### src/hw/rtl/triangular_system_solver_defines.svh
// Assertion helpers used by the solver controller.
`ifndef TRIANGULAR_SYSTEM_SOLVER_DEFINES_SVH
`define TRIANGULAR_SYSTEM_SOLVER_DEFINES_SVH
// Implication checked on every rising clock edge outside reset.
`define TSS_ASSERT_IMP(label, clk, rstn, ante, cons, msg) \
    label: assert property (@(posedge clk) disable iff (!rstn) (ante) |-> (cons)) \
        else $error(msg);
// Next-cycle implication checked outside reset.
`define TSS_ASSERT_NEXT(label, clk, rstn, ante, cons, msg) \
    label: assert property (@(posedge clk) disable iff (!rstn) (ante) |=> (cons)) \
        else $error(msg);
`endif

### src/hw/rtl/tss_pkg.sv
// ---------------------------------------------------------------------------
// tss_pkg
// Types, codes and helpers shared by the triangular solver modules.
// ---------------------------------------------------------------------------
`timescale 1ns / 1ps
package tss_pkg;
    localparam int TSS_MAX_N = 16;

    typedef enum logic [1:0] {
        KIND_MATRIX = 2'd0,
        KIND_VECTOR = 2'd1,
        KIND_SOLVE  = 2'd2,
        KIND_NONE   = 2'd3
    } kind_t;

    localparam logic CFG_SYSTEM_SIZE = 1'b0;
    localparam logic CFG_BACK_SUBST  = 1'b1;

    typedef struct packed {
        logic [1:0]         kind;
        logic [3:0]         row;
        logic [3:0]         col;
        logic signed [31:0] value;
    } in_item_t;

    typedef struct packed {
        logic [3:0]         index;
        logic signed [31:0] solution;
        logic               zero_pivot;
        logic               last;
    } out_item_t;

    typedef enum logic [3:0] {
        ST_IDLE,
        ST_DIAG_RD,
        ST_DIAG_WT,
        ST_DIV,
        ST_DIV_WB,
        ST_MAC_RD,
        ST_MAC_WT,
        ST_MAC_MUL,
        ST_MAC_EXE,
        ST_OUT_RD,
        ST_OUT_WT,
        ST_OUT_SEND
    } state_t;

    // Micro-operations issued to the datapath.
    typedef struct packed {
        logic       rd;        // read matrix word (rr,cc) and vector word vi
        logic [5:0] rr;
        logic [5:0] cc;
        logic [5:0] vi;
        logic       acc_clr;   // clear forward running sum
        logic       div_start;
        logic       div_wb;    // write quotient to x[vi]
        logic       mul;       // register product of the read words
        logic       mac_back;  // x[vi] -= product, write back
        logic       mac_fwd;   // t += product
        logic       out_load;  // load output register
        logic [5:0] out_idx;
        logic       out_last;
        logic       fwd_sub;   // divide operand is sat(x - t)
    } cmd_t;

    typedef struct packed {
        logic div_busy;
        logic out_full;
    } status_t;

    function automatic logic signed [31:0] sat32(input logic signed [33:0] v);
        if (v > 34'sh07FFFFFFF) return 32'sh7FFFFFFF;
        if (v < -34'sh080000000) return 32'sh80000000;
        return v[31:0];
    endfunction
endpackage

### src/hw/rtl/tss_controller.sv
// ---------------------------------------------------------------------------
// tss_controller
// Sequencer for the substitution loops and the result stream.
// ---------------------------------------------------------------------------
`timescale 1ns / 1ps
module tss_controller #(
    parameter int MAX_N = tss_pkg::TSS_MAX_N
) (
    input  logic              aclk,
    input  logic              aresetn,
    input  logic              solve_start,
    input  logic [4:0]        size,
    input  logic              back,
    input  tss_pkg::status_t  status,
    output tss_pkg::cmd_t     cmd,
    output logic              idle
);
    import tss_pkg::*;
    `include "triangular_system_solver_defines.svh"

    // A solved system never exceeds sixteen elements, whatever MAX_N is.
    localparam int N_LIM = (MAX_N < 16) ? MAX_N : 16;

    state_t     state_reg, state_next;
    logic [5:0] n_reg, n_next;
    logic [5:0] i_reg, i_next;
    logic [5:0] k_reg, k_next;
    logic       back_reg, back_next;
    logic [5:0] nsel;

    always_comb begin
        nsel = {1'b0, size};
        if (nsel > 6'(N_LIM)) nsel = 6'(N_LIM);
    end

    always_comb begin
        state_next = state_reg;
        n_next = n_reg; i_next = i_reg; k_next = k_reg; back_next = back_reg;
        unique case (state_reg)
            ST_IDLE: if (solve_start && nsel != 0) begin
                n_next = nsel; back_next = back;
                i_next = back ? nsel - 6'd1 : 6'd0;
                k_next = 6'd0;
                state_next = ST_DIAG_RD;
            end
            ST_DIAG_RD: state_next = ST_DIAG_WT;
            ST_DIAG_WT: state_next = ST_DIV;
            ST_DIV:     state_next = ST_DIV_WB;
            ST_DIV_WB: if (!status.div_busy) begin
                k_next = 6'd0;
                if (back_reg) begin
                    if (i_reg == 0) state_next = ST_OUT_RD;
                    else state_next = ST_MAC_RD;
                end else if (i_reg == n_reg - 6'd1) begin
                    state_next = ST_OUT_RD;
                end else begin
                    i_next = i_reg + 6'd1;
                    state_next = ST_MAC_RD;
                end
            end
            ST_MAC_RD:  state_next = ST_MAC_WT;
            ST_MAC_WT:  state_next = ST_MAC_MUL;
            ST_MAC_MUL: state_next = ST_MAC_EXE;
            ST_MAC_EXE: begin
                k_next = k_reg + 6'd1;
                if (k_reg + 6'd1 == i_reg) begin
                    if (back_reg) i_next = i_reg - 6'd1;
                    state_next = ST_DIAG_RD;
                end else begin
                    state_next = ST_MAC_RD;
                end
            end
            ST_OUT_RD: if (!status.out_full) state_next = ST_OUT_WT;
            ST_OUT_WT: begin
                state_next = ST_OUT_SEND;
            end
            ST_OUT_SEND: begin
                k_next = k_reg + 6'd1;
                state_next = (k_reg + 6'd1 == n_reg) ? ST_IDLE : ST_OUT_RD;
            end
            default: state_next = ST_IDLE;
        endcase
    end

    always_comb begin
        cmd = '0;
        cmd.rr = i_reg; cmd.cc = i_reg; cmd.vi = i_reg;
        cmd.fwd_sub = !back_reg;
        cmd.out_idx = k_reg;
        cmd.out_last = (k_reg + 6'd1 == n_reg);
        unique case (state_reg)
            ST_IDLE:    cmd.acc_clr = 1'b1;
            ST_DIAG_RD: cmd.rd = 1'b1;
            ST_DIV:     cmd.div_start = 1'b1;
            ST_DIV_WB:  if (!status.div_busy) begin
                cmd.div_wb = 1'b1;
                cmd.acc_clr = 1'b1;
            end
            ST_MAC_RD: begin
                // Backward steps scale x[i]; forward steps scale x[k].
                cmd.rd = 1'b1;
                cmd.rr = k_reg;
                cmd.vi = back_reg ? i_reg : k_reg;
            end
            ST_MAC_MUL: begin
                cmd.mul = 1'b1;
                // Backward steps fetch x[k] for the update while the product registers.
                if (back_reg) begin
                    cmd.rd = 1'b1;
                    cmd.rr = k_reg;
                    cmd.vi = k_reg;
                end
            end
            ST_MAC_EXE: begin
                cmd.vi = k_reg;
                cmd.mac_back = back_reg;
                cmd.mac_fwd = !back_reg;
            end
            ST_OUT_WT: cmd.out_load = 1'b1;
            default: ;
        endcase
    end

    always_ff @(posedge aclk) begin
        if (!aresetn) state_reg <= ST_IDLE;
        else state_reg <= state_next;
        n_reg <= n_next; i_reg <= i_next; k_reg <= k_next; back_reg <= back_next;
    end

    assign idle = (state_reg == ST_IDLE);

    `TSS_ASSERT_NEXT(a_div_follows, aclk, aresetn, state_reg == ST_DIV, state_reg == ST_DIV_WB,
        "divide not followed by write-back")
    `TSS_ASSERT_IMP(a_one_write, aclk, aresetn, 1'b1, !(cmd.div_wb && cmd.mac_back),
        "two vector writes in one cycle")
    `TSS_ASSERT_IMP(a_out_range, aclk, aresetn, cmd.out_load, k_reg < n_reg,
        "result index beyond system size")
endmodule

### config.mk
export PLATFORM = sky130hd
export DESIGN_NAME = tss_controller
export DESIGN_NICKNAME = d
export VERILOG_FILES = /design/src/hw/rtl/tss_pkg.sv /design/src/hw/rtl/tss_controller.sv
export VERILOG_INCLUDE_DIRS = /design/src /design/src/hw/rtl
export SDC_FILE = /design/constraint.sdc
export NUM_CORES = 1
export LEC_CHECK = 0
export BUFFER_PORTS_ARGS = -buffer_cell sky130_fd_sc_hd__buf_4
export CORE_MARGIN = 2
export CORE_UTILIZATION = 35
export DETAILED_ROUTE_END_ITERATION = 6
export GPL_ROUTABILITY_DRIVEN = 0
export PLACE_DENSITY = 0.64
export SETUP_SLACK_MARGIN = 0.15
export SKIP_LAST_GASP = 1
export SLEW_MARGIN = 20
export SYNTH_ARGS = -nofsm -noshare
export SYNTH_HDL_FRONTEND = slang
export SYNTH_SLANG_ARGS = --single-unit
export TNS_END_PERCENT = 100
### constraint.sdc
create_clock -name aclk -period 3 [get_ports aclk]
set_input_delay 0.3 -clock aclk [delete_from_list [all_inputs] [get_ports aclk]]
set_output_delay 0.3 -clock aclk [all_outputs]
set_load 0.02 [all_outputs]
# Yosys cells after proc, flatten, opt, wreduce, memory -nomap -nowiden
# Cells that the tools add are included.
[classes] eq_ne=21 reduce_logical=13 mux=34 add_sub_neg=5 magnitude_cmp=1
[op_table] cell="$mux W6" n=11
[op_table] cell="$pmux W6 S3" n=3
[op_table] cell="$pmux W4 S12" n=1
[op_table] cell="$mux W4" n=7
[op_table] cell="$eq A6 B6 Y1" n=3
[op_table] cell="$sub A6 B1 Y6 const B" n=3
[op_table] cell="$eq A4 B3 Y1 const B" n=4
[op_table] cell="$eq A4 B4 Y1 const B" n=4
[op_table] cell="$add A6 B1 Y6 const B" n=2
[op_table] cell="$ne A2 B2 Y1 const B" n=6
[op_table] cell="$pmux W6 S2" n=1
[op_table] cell="$eq A4 B2 Y1 const B" n=2
[op_table] cell="$mux W7" n=1
[op_table] cell="$reduce_and A7 Y1" n=1
[op_table] cell="$logic_not A6 Y1" n=1
[op_table] cell="$reduce_and A3 Y1" n=2
[op_table] cell="$reduce_bool A3 Y1" n=2
[op_table] cell="$reduce_bool A6 Y1" n=1
[op_table] cell="$gt A5 B5 Y1 const B" n=1
[op_table] cell="$mux W1" n=5
[op_table] cell="$mux W5" n=1
[op_table] cell="$eq A4 B1 Y1 const B" n=1
[op_table] cell="$logic_not A4 Y1" n=1
[op_table] cell="$pmux W1 S2" n=2
[op_table] cell="7 further kinds" n=8
[word_totals] inputBits=11 register_bits=23

# Depth between registers and ports, before layout
# Gate-level depths: netlist of the first run.
[logic_depth] word_depth=6 depth_mapped=11 mapped_depth_nobuf=10

# Worst setup path after synthesis of the first run
# Ideal clock, no wire load.
[synth_timing] path_type="register -> register" start="reg state_reg[3]" end="reg i_reg[5], data pin" setup_ns=0.268 path_stages_with_launch=12 t_arrival_ns=1.992 path_buffers=1 period_less_slack_ns=2.260 setup_slack_ns=0.740 path_cell_list="dfxtp_1 -> nor2b_1 -> clkbuf_1 -> nand2_1 -> inv_1 -> ha_1 -> a21o_1 -> a21oi_1 -> o21bai_1 -> a21oi_1 -> xnor2_1 -> o21ai_0"
[synth_between] elab_chain_len=2 elab_cells_between_ends=4
[synth_rtl] item="start: declaration" line="tss_controller.sv:24" source="state_t state_reg, state_next;"
[synth_rtl] item="start signal: assignment" line="tss_controller.sv:126" source="else state_reg <= state_next;"
[synth_rtl] item="$eq A4 B4 Y1 (tied with other cells)" line="tss_controller.sv:39" source="unique case (state_reg)"
[synth_rtl] item="$pmux W6 S3 *" line="tss_controller.sv:39"
[synth_rtl] item="via i_next[5]" line="tss_controller.sv:26" source="logic [5:0] i_reg, i_next;"
[synth_rtl] item="end signal: assignment" line="tss_controller.sv:127" source="n_reg <= n_next; i_reg <= i_next; k_reg <= k_next; back_reg <= back_next;"
[synth_rtl] item="end: declaration" line="tss_controller.sv:26"
# The timed path passes the listed nets; every way through them passes the cells marked *.
# A chain may end at the register's enable or synchronous reset.

# Worst setup path after layout of the first run
# Same ends and word-level chain as after synthesis.

==> results.cfg, run 1 <==
[status]
outcome = finished, final reports clean

[critical_path]
critPathSlowestCell = dfxtp_1
rrSetupSlack_ns = 0.41
cp_cell_sequence = nor2b_1 > nand2_1 > inv_1 > ha_1 > a21o_1 > a21oi_1 > o21bai_1 > a21oi_1 > xnor2_1 > o21ai_0
worstPathMaxFanout = 11
worstSetupStartpointType = flop
r2r_end = i_reg[5]$_DFFE_PP_
reg2reg_depth = 10
crit_arrival_ns = 2.61
crit_top_cell = a21oi_1
path_class = flop to flop
r2r_start = state_reg[3]$_SDFFE_PN0P_
required_ns = 3.01
cpPeakStageDelay_ns = 0.52
end_kind = flop

[logic_synthesis]
synth_cells = 230
async_reset_ff_frac = 0
synthSimpleGateAreaFrac = 0.226
syn_nets = 250
synth-main-ff-cell = edfxtp_1
synthMuxAreaShare = 0.0602
yosys-top-cells-area = edfxtp_1, xnor2_1, xor2_1
ys_seq_elements = 22
synth_xor_area_frac = 0.130
yosys_warnings = 0
synth_top_family_by_area = simple AND/OR/NAND/NOR gates
synth_common_cells = nand2_1, o21ai_0, edfxtp_1
synth_adder_area_share = 0.0652
synth_top_cell_by_area = edfxtp_1
syn_area_sq_um = 2000
synth_cell_types = 51
synth_compound_area_frac = 0.160
avgSynthCellArea_sq_um = 8.68
seq_area_frac_synth = 0.311
synth_edf_count = 18
synth_top_area_frac = 0.271

[floorplanning]
io_pins = 46
die_h_um = 79.5
die_x_um = 79.5
dieArea_sq_um = 6330
coreArea_sq_um = 5510
num_rows = 27
start_util = 0.363

[detailed_routing]
via_per_inst = 5.34
totalWireLength_um = 5340
vias = 1842
first_iter_violations = 78
wl_per_cell_um = 15.5
ant_nets = 0
first_pass_iters = 4
route.detailed.drc = 0

[timing]
layout_setup_ws_ns = 0.409
finalSetupViolations = 0
tightest_slew_ns = 0.619
setup_tns_ns = 0
rsz0062_at_grt = no
fin_skew_ns = 0.00525
finalMaxSlewViolations = 0
hold_viol = 0
fmax_ghz = 0.386
min_period_over_period = 0.864
period_needed_ns = 2.59
max_slew_margin = 0.587

[finish]
diodes = 0
layout-drive-gt1-share = 0.267
fin_area_sq_um = 2480
syn2layout_area_growth_pct = 24.3
nets = 294

[clock_network]
clockBufferDepth = 2
cts_sinks = 22
cts_hold_buffers = 0
clock_latency_ns = 0.27
root_buffer = clkbuf_8
clkTransAtPathRegs_ns = 0.09
cts_tree = built
ctsHtreeMaxLevel = 1
cts_resized = 0
numCtsBuffers = 3
post_cts_buffers = 0

[placed_design]
dp_hpwl_um = 4050
io_buffers = 45
placed_area_sq_um = 2420
preCtsSetupSlack_ns = 0.392

[power_and_ir_drop]
ir_drop_uv = 161
p_leak_nw = 1.03
p_per_area_nw_per_um2 = 445

[hold_path]
hold_end = n_reg[4]$_DFFE_PP_
worstHoldStart = size[4]
min_path_type = primary input to flop
min_path_cells = 1

[grt]
grt-ovfl-total = 0
grt_pass1_vias = 1746
antenna_found_initial = 0
grt_usage = 0.173
grt_max_degree = 15
grt_pass1_wl_um = 8520

[job]
drv_cap = 0
stage by stage:
stage | util | hold WS (ns) | power (W) | cells
2_1_floorplan | - | 0.399 | 0.000728 | 230
3_3_place_gp | 0.440 | 0.536 | 0.000884 | 341
3_5_place_dp | 0.440 | 0.540 | 0.000890 | 341
4_1_cts | 0.450 | 0.260 | 0.00111 | 345
5_1_grt | 0.451 | 0.259 | 0.00117 | 345
6_report | 0.451 | 0.260 | 0.00110 | 345
cell usage in the layout, fill, tap and decap left out, drive strengths merged, types with 3 or more instances in the layout:
master,instances
buf,52
o21ai,22
nand2,19
edfxtp,18
nor2,17
xnor2,15
inv,12
xor2,12
nor2b,9
mux2,8
ha,8
nor3,7
nand3,6
nand4,6
a21oi,5
nand2b,4
o22ai,4
clkbuf,4
dfxtp,4
a21o,3
mux2i,3
nand3b,3
and3,3
a31oi,3
per-layer routing:
metal / GRT usage / up-vias / wire, um
met5: 0 / - / 0
met4: 0.0655 / 0 / 127
met3: 0.0170 / 14 / 252
met2: 0.294 / 63 / 2590
met1: 0.225 / 852 / 2370
li1: - / 913 / -
how the worst max path moves through the flow:
stage / start / to / slack (ns)
finish: state_reg[3]$_SDFFE_PN0P_ / i_reg[5]$_DFFE_PP_ / 0.41
global route: state_reg[3]$_SDFFE_PN0P_ / i_reg[5]$_DFFE_PP_ / 0.15
CTS: k_reg[1]$_SDFFCE_PN0P_ / cmd[1] / 0.38
detailed placement: state_reg[0]$_SDFFE_PN0P_ / i_reg[5]$_DFFE_PP_ / 0.39
global placement: state_reg[0]$_SDFFE_PN0P_ / i_reg[5]$_DFFE_PP_ / 0.46
floorplan: state_reg[3]$_SDFFE_PN0P_ / i_reg[5]$_DFFE_PP_ / 0.74
layout make-up:
| class | count | area [sq um] |
|---|---|---|
| clock buffer | 4 | 55.1 |
| fill | 566 | 3020 |
| inverter | 12 | 45.0 |
| multi-input combinational | 183 | 1280 |
| sequential | 22 | 621 |
| tap | 72 | 90.1 |
| timing repair buffer | 52 | 390 |
kinds of logic (layout without fill, tap and decap cells):
kind of cell             after synthesis  count (layout)
AND/OR/NAND/NOR                       84              84
AO/OA/AOI/OAI                         50              50
XOR/XNOR                              28              28
buffers and inverters                 25              68
flip-flops                            22              22
multiplexers                          11              11
adder cells (fa/ha/maj)               10              10
critical path: cells and delay by family (launching register included):
kind / cells / cell delay, ns
buf+inv: 1 / 0.27
flops: 1 / 0.52
fa+ha+maj: 1 / 0.28
compound gates: 5 / 0.75
xor+xnor: 1 / 0.13
simple gates: 2 / 0.38
power breakdown:
group	switching [W]	internal, W
combinational	0.000245	0.000201
sequential	0.0000657	0.000373
clock	0.000102	0.000117
No activity file was read; power rests on OpenSTA's default activity.
==> run 2, diff against run 1 <==
--- a/config.mk
+++ b/config.mk
@@ -7,7 +7,6 @@
 export NUM_CORES = 1
 export LEC_CHECK = 0
 export BUFFER_PORTS_ARGS = -buffer_cell sky130_fd_sc_hd__buf_4
-export CORE_MARGIN = 2
 export CORE_UTILIZATION = 35
 export DETAILED_ROUTE_END_ITERATION = 6
 export GPL_ROUTABILITY_DRIVEN = 0
==> results.cfg, run 2 (synthesis results as in run 1) <==
[critical_path]
path_class = flop to output pin
crit_arrival_ns = 2.26
end_kind = output pin
worstSetupStartpointType = flop
worstPathMaxFanout = 6
required_ns = 2.70

[detailed_routing]
totalWireLength_um = 5210
first_pass_iters = 4
route.detailed.drc = 0
via_per_inst = 5.17
vias = 1788
first_iter_violations = 105
wl_per_cell_um = 15.0
ant_nets = 0

[timing]
period_needed_ns = 2.56
hold_viol = 0
fin_skew_ns = 0.00235
max_slew_margin = 0.580
setup_tns_ns = 0
finalMaxSlewViolations = 0
min_period_over_period = 0.854
finalSetupViolations = 0
tightest_slew_ns = 0.630
rsz0062_at_grt = no
fmax_ghz = 0.390

[finish]
layout-drive-gt1-share = 0.263
final_cell_mix = buf_4, nand2_1, o21ai_0, edfxtp_1, nor2_1
diodes = 0
final_common_cell = buf_4
nets = 295
final_util = 0.450
syn2layout_area_growth_pct = 24.1

[floorplanning]
start_util = 0.363
dieArea_sq_um = 6010
io_pins = 46
die_h_um = 77.5
num_rows = 27
die_x_um = 77.5
coreArea_sq_um = 5510

[hold_path]
min_path_type = primary input to flop

[power_and_ir_drop]
p_leak_nw = 1.03
ir_drop_uv = 289
p_per_area_nw_per_um2 = 437

[clock_network]
cts_hold_buffers = 0
numCtsBuffers = 3
cts_tree = built
cts_sinks = 22
cts_resized = 0
clock_latency_ns = 0.27
post_cts_buffers = 0
clkTransAtPathRegs_ns = 0.09
root_buffer = clkbuf_8
clockBufferDepth = 2
ctsHtreeMaxLevel = 1

[grt]
grt-ovfl-total = 0
grt_pass1_wl_um = 8530
grt_pass1_vias = 1669
grt_max_degree = 15
grt_usage = 0.182
antenna_found_initial = 0

[placed_design]
dp_hpwl_um = 3980
io_buffers = 45

[job]
drv_cap = 0

[status]
outcome = finished, final reports clean
run 2: worst max-delay path: stages, from the launching register on:
cell and delay (ns):
edfxtp_1 0.48, ha_1 0.29, xnor2_1 0.32, xor2_1 0.18, nand3_1 0.10, nor4_2 0.40, buf_4 0.22
run 2: where the power goes:
group / internal [W] / total, W / switching (W) / leakage, nW
registers: 0.000373 / 0.000438 / 0.0000649 / 0.208
logic: 0.000201 / 0.000445 / 0.000244 / 0.802
clock network: 0.0000918 / 0.000200 / 0.000108 / 0.0231
run 2: final cells by class:
| class | instances | area, sq um |
|---|---|---|
| fill | 557 | 3030 |
| sequential | 22 | 621 |
| tap | 72 | 90.1 |
| inverter | 12 | 45.0 |
| multi-input combinational | 183 | 1280 |
| timing repair buffer | 53 | 398 |
| clock inverter | 1 | 3.75 |
| clock buffer | 3 | 41.3 |
run 2: routing by layer:
layer | vias to the layer above | part of all wire | global-route usage
li1 | 910 | - | -
met1 | 808 | 0.45 | 0.238
met2 | 63 | 0.48 | 0.305
met3 | 7 | 0.057 | 0.0376
met4 | 0 | 0.010 | 0.0434
met5 | - | 0 | 0
run 2: path summary, 6_finish.rpt:
| kind | slack (ns) | startpoint | depth (start not counted) | endpoint |
|---|---|---|---|---|
| hold / removal | 0.26 | back | 1 | back_reg$_DFFE_PP_ |
| hold reg to reg | 0.71 | state_reg[0]$_SDFFE_PN0P_ | 3 | state_reg[3]$_SDFFE_PN0P_ |
| setup reg to reg | 0.47 | state_reg[0]$_SDFFE_PN0P_ | 10 | i_reg[5]$_DFFE_PP_ |
| setup / recovery | 0.44 | k_reg[1]$_SDFFCE_PN0P_ | 6 | cmd[1] |
run 2: per-stage QoR:
stage	hold slack, ns	power, W	setup WS [ns]	instance area (sq um)	instances
3_5_place_dp	0.535	0.000889	0.512	2430	342
2_1_floorplan	0.399	0.000728	0.740	2000	230
4_1_cts	0.253	0.00109	0.412	2480	346
3_3_place_gp	0.533	0.000885	0.547	2430	342
6_report	0.256	0.00108	0.438	2480	346
5_1_grt	0.247	0.00114	0.274	2480	346
==> run 3, diff against run 2 <==
--- a/config.mk
+++ b/config.mk
@@ -11,6 +11,7 @@
 export DETAILED_ROUTE_END_ITERATION = 6
 export GPL_ROUTABILITY_DRIVEN = 0
 export PLACE_DENSITY = 0.64
+export REMOVE_ABC_BUFFERS = 1
 export SETUP_SLACK_MARGIN = 0.15
 export SKIP_LAST_GASP = 1
 export SLEW_MARGIN = 20
==> results.cfg, run 3 (synthesis results as in run 1) <==
[hold_path]
min_path_cells = 1
min_path_type = primary input to flop

[job]
drv_cap = 0

[clock_network]
cts_hold_buffers = 0
post_cts_buffers = 0
cts_sinks = 22
clkTransAtPathRegs_ns = 0.09
numCtsBuffers = 3
cts_tree = built
clock_latency_ns = 0.26
cts_resized = 0
clockBufferDepth = 2
ctsHtreeMaxLevel = 1
root_buffer = clkbuf_8

[critical_path]
crit_family = compound AO/OA/AOI/OAI gates
end_kind = flop
cpPeakStageDelay_ns = 0.34
cp_num_cells = 10
reg2reg_depth = 10
worstSetupStartpointType = flop
crit_buf_inv = 1
crit_arrival_ns = 2.62
cp_cell_sequence = nor2_1 > nand2_1 > inv_1 > ha_1 > a21o_1 > a21oi_1 > o21bai_1 > a21oi_1 > xnor2_1 > o21ai_0
critPathSlowestCell = nor2_1
crit_top_cell = a21oi_1
path_class = flop to flop
required_ns = 3.02
worstPathMaxFanout = 7

[timing]
fmax_ghz = 0.385
finalMaxSlewViolations = 0
fin_skew_ns = 0.00144
max_slew_margin = 0.594
setup_tns_ns = 0
hold_slack_ns = 0.264
layout_setup_ws_ns = 0.399
min_period_over_period = 0.867
hold_viol = 0
tightest_slew_ns = 0.604
finalSetupViolations = 0
rsz0062_at_grt = no
period_needed_ns = 2.60

[power_and_ir_drop]
p_leak_nw = 1.05
p_per_area_nw_per_um2 = 468
p_total_w = 0.00117
ir_drop_uv = 170

[detailed_routing]
route.detailed.drc = 0
first_pass_iters = 4
wl_per_cell_um = 14.7
wl_met3_um = 243
dr.max_layer_used = met4
routedLengthMet1_um = 2430
first_iter_violations = 139
via_per_inst = 5.31
ant_nets = 0
vias = 1837
totalWireLength_um = 5100
wl_met2_um = 2410

[grt]
grt_max_degree = 15
grt-ovfl-total = 0
grt_pass1_wl_um = 8270
grt_pass1_vias = 1677
grt_usage = 0.175
antenna_found_initial = 0

[floorplanning]
die_h_um = 77.5
start_util = 0.363
dieArea_sq_um = 6010
die_x_um = 77.5
num_rows = 27
io_pins = 46
coreArea_sq_um = 5510

[finish]
syn2layout_area_growth_pct = 25.4
layout-drive-gt1-share = 0.266
final_cell_mix = buf_4, nand2_1, o21ai_0, edfxtp_1, nor2_1
fin_area_sq_um = 2500
diodes = 0
nFillCells = 524
nets = 295
final_common_cell = buf_4

[placed_design]
dp_hpwl_um = 3930
preCtsSetupSlack_ns = 0.455
io_buffers = 45
placed_area_sq_um = 2430

[status]
outcome = finished, final reports clean
[run 3: worst register-to-register path, cell delays in order (launching register included)]
cell,delay [ns]
dfxtp_1,0.32
nor2_1,0.34
nand2_1,0.23
inv_1,0.25
ha_1,0.27
a21o_1,0.18
a21oi_1,0.23
o21bai_1,0.10
a21oi_1,0.19
xnor2_1,0.15
o21ai_0,0.10
[run 3: worst paths after layout]
| path | startpoint | end | slack (ns) |
|---|---|---|---|
| setup / recovery | state_reg[0]$_SDFFE_PN0P_ | i_reg[5]$_DFFE_PP_ | 0.40 |
| setup reg to reg | state_reg[0]$_SDFFE_PN0P_ | i_reg[5]$_DFFE_PP_ | 0.40 |
| hold reg to reg | state_reg[0]$_SDFFE_PN0P_ | state_reg[3]$_SDFFE_PN0P_ | 0.71 |
| hold / removal | size[4] | n_reg[4]$_DFFE_PP_ | 0.26 |
[run 3: cell type report]
cell class              count  area (sq um)  share of cell area
multi-input cells         183          1280               0.511
flip-flops and latches     22           621               0.248
repair buffers             53           398               0.159
well taps                  72          90.1              0.0360
inverters                  12          45.0              0.0180
clock buffers               3          41.3              0.0165
clock inverters             1          30.0              0.0120
[run 3: routing by layer]
layer,global-route usage,vias up
li1,-,912
met1,0.235,859
met2,0.283,64
met3,0.0294,2
met4,0.0547,0
met5,0,-
[run 3: through the flow]
| step | utilization | instances |
|---|---|---|
| after global routing | 0.455 | 346 |
| after global placement | 0.442 | 342 |
| after detailed placement | 0.442 | 342 |
| after floorplan | - | 217 |
| after CTS | 0.455 | 346 |
| final | 0.455 | 346 |
[run 3: report_power, final]
| part | total [W] | switching, W | leakage (nW) | internal [W] |
|---|---|---|---|---|
| clock | 0.000283 | 0.000104 | 0.0357 | 0.000178 |
| combinational | 0.000454 | 0.000250 | 0.802 | 0.000204 |
| sequential | 0.000435 | 0.0000628 | 0.208 | 0.000372 |
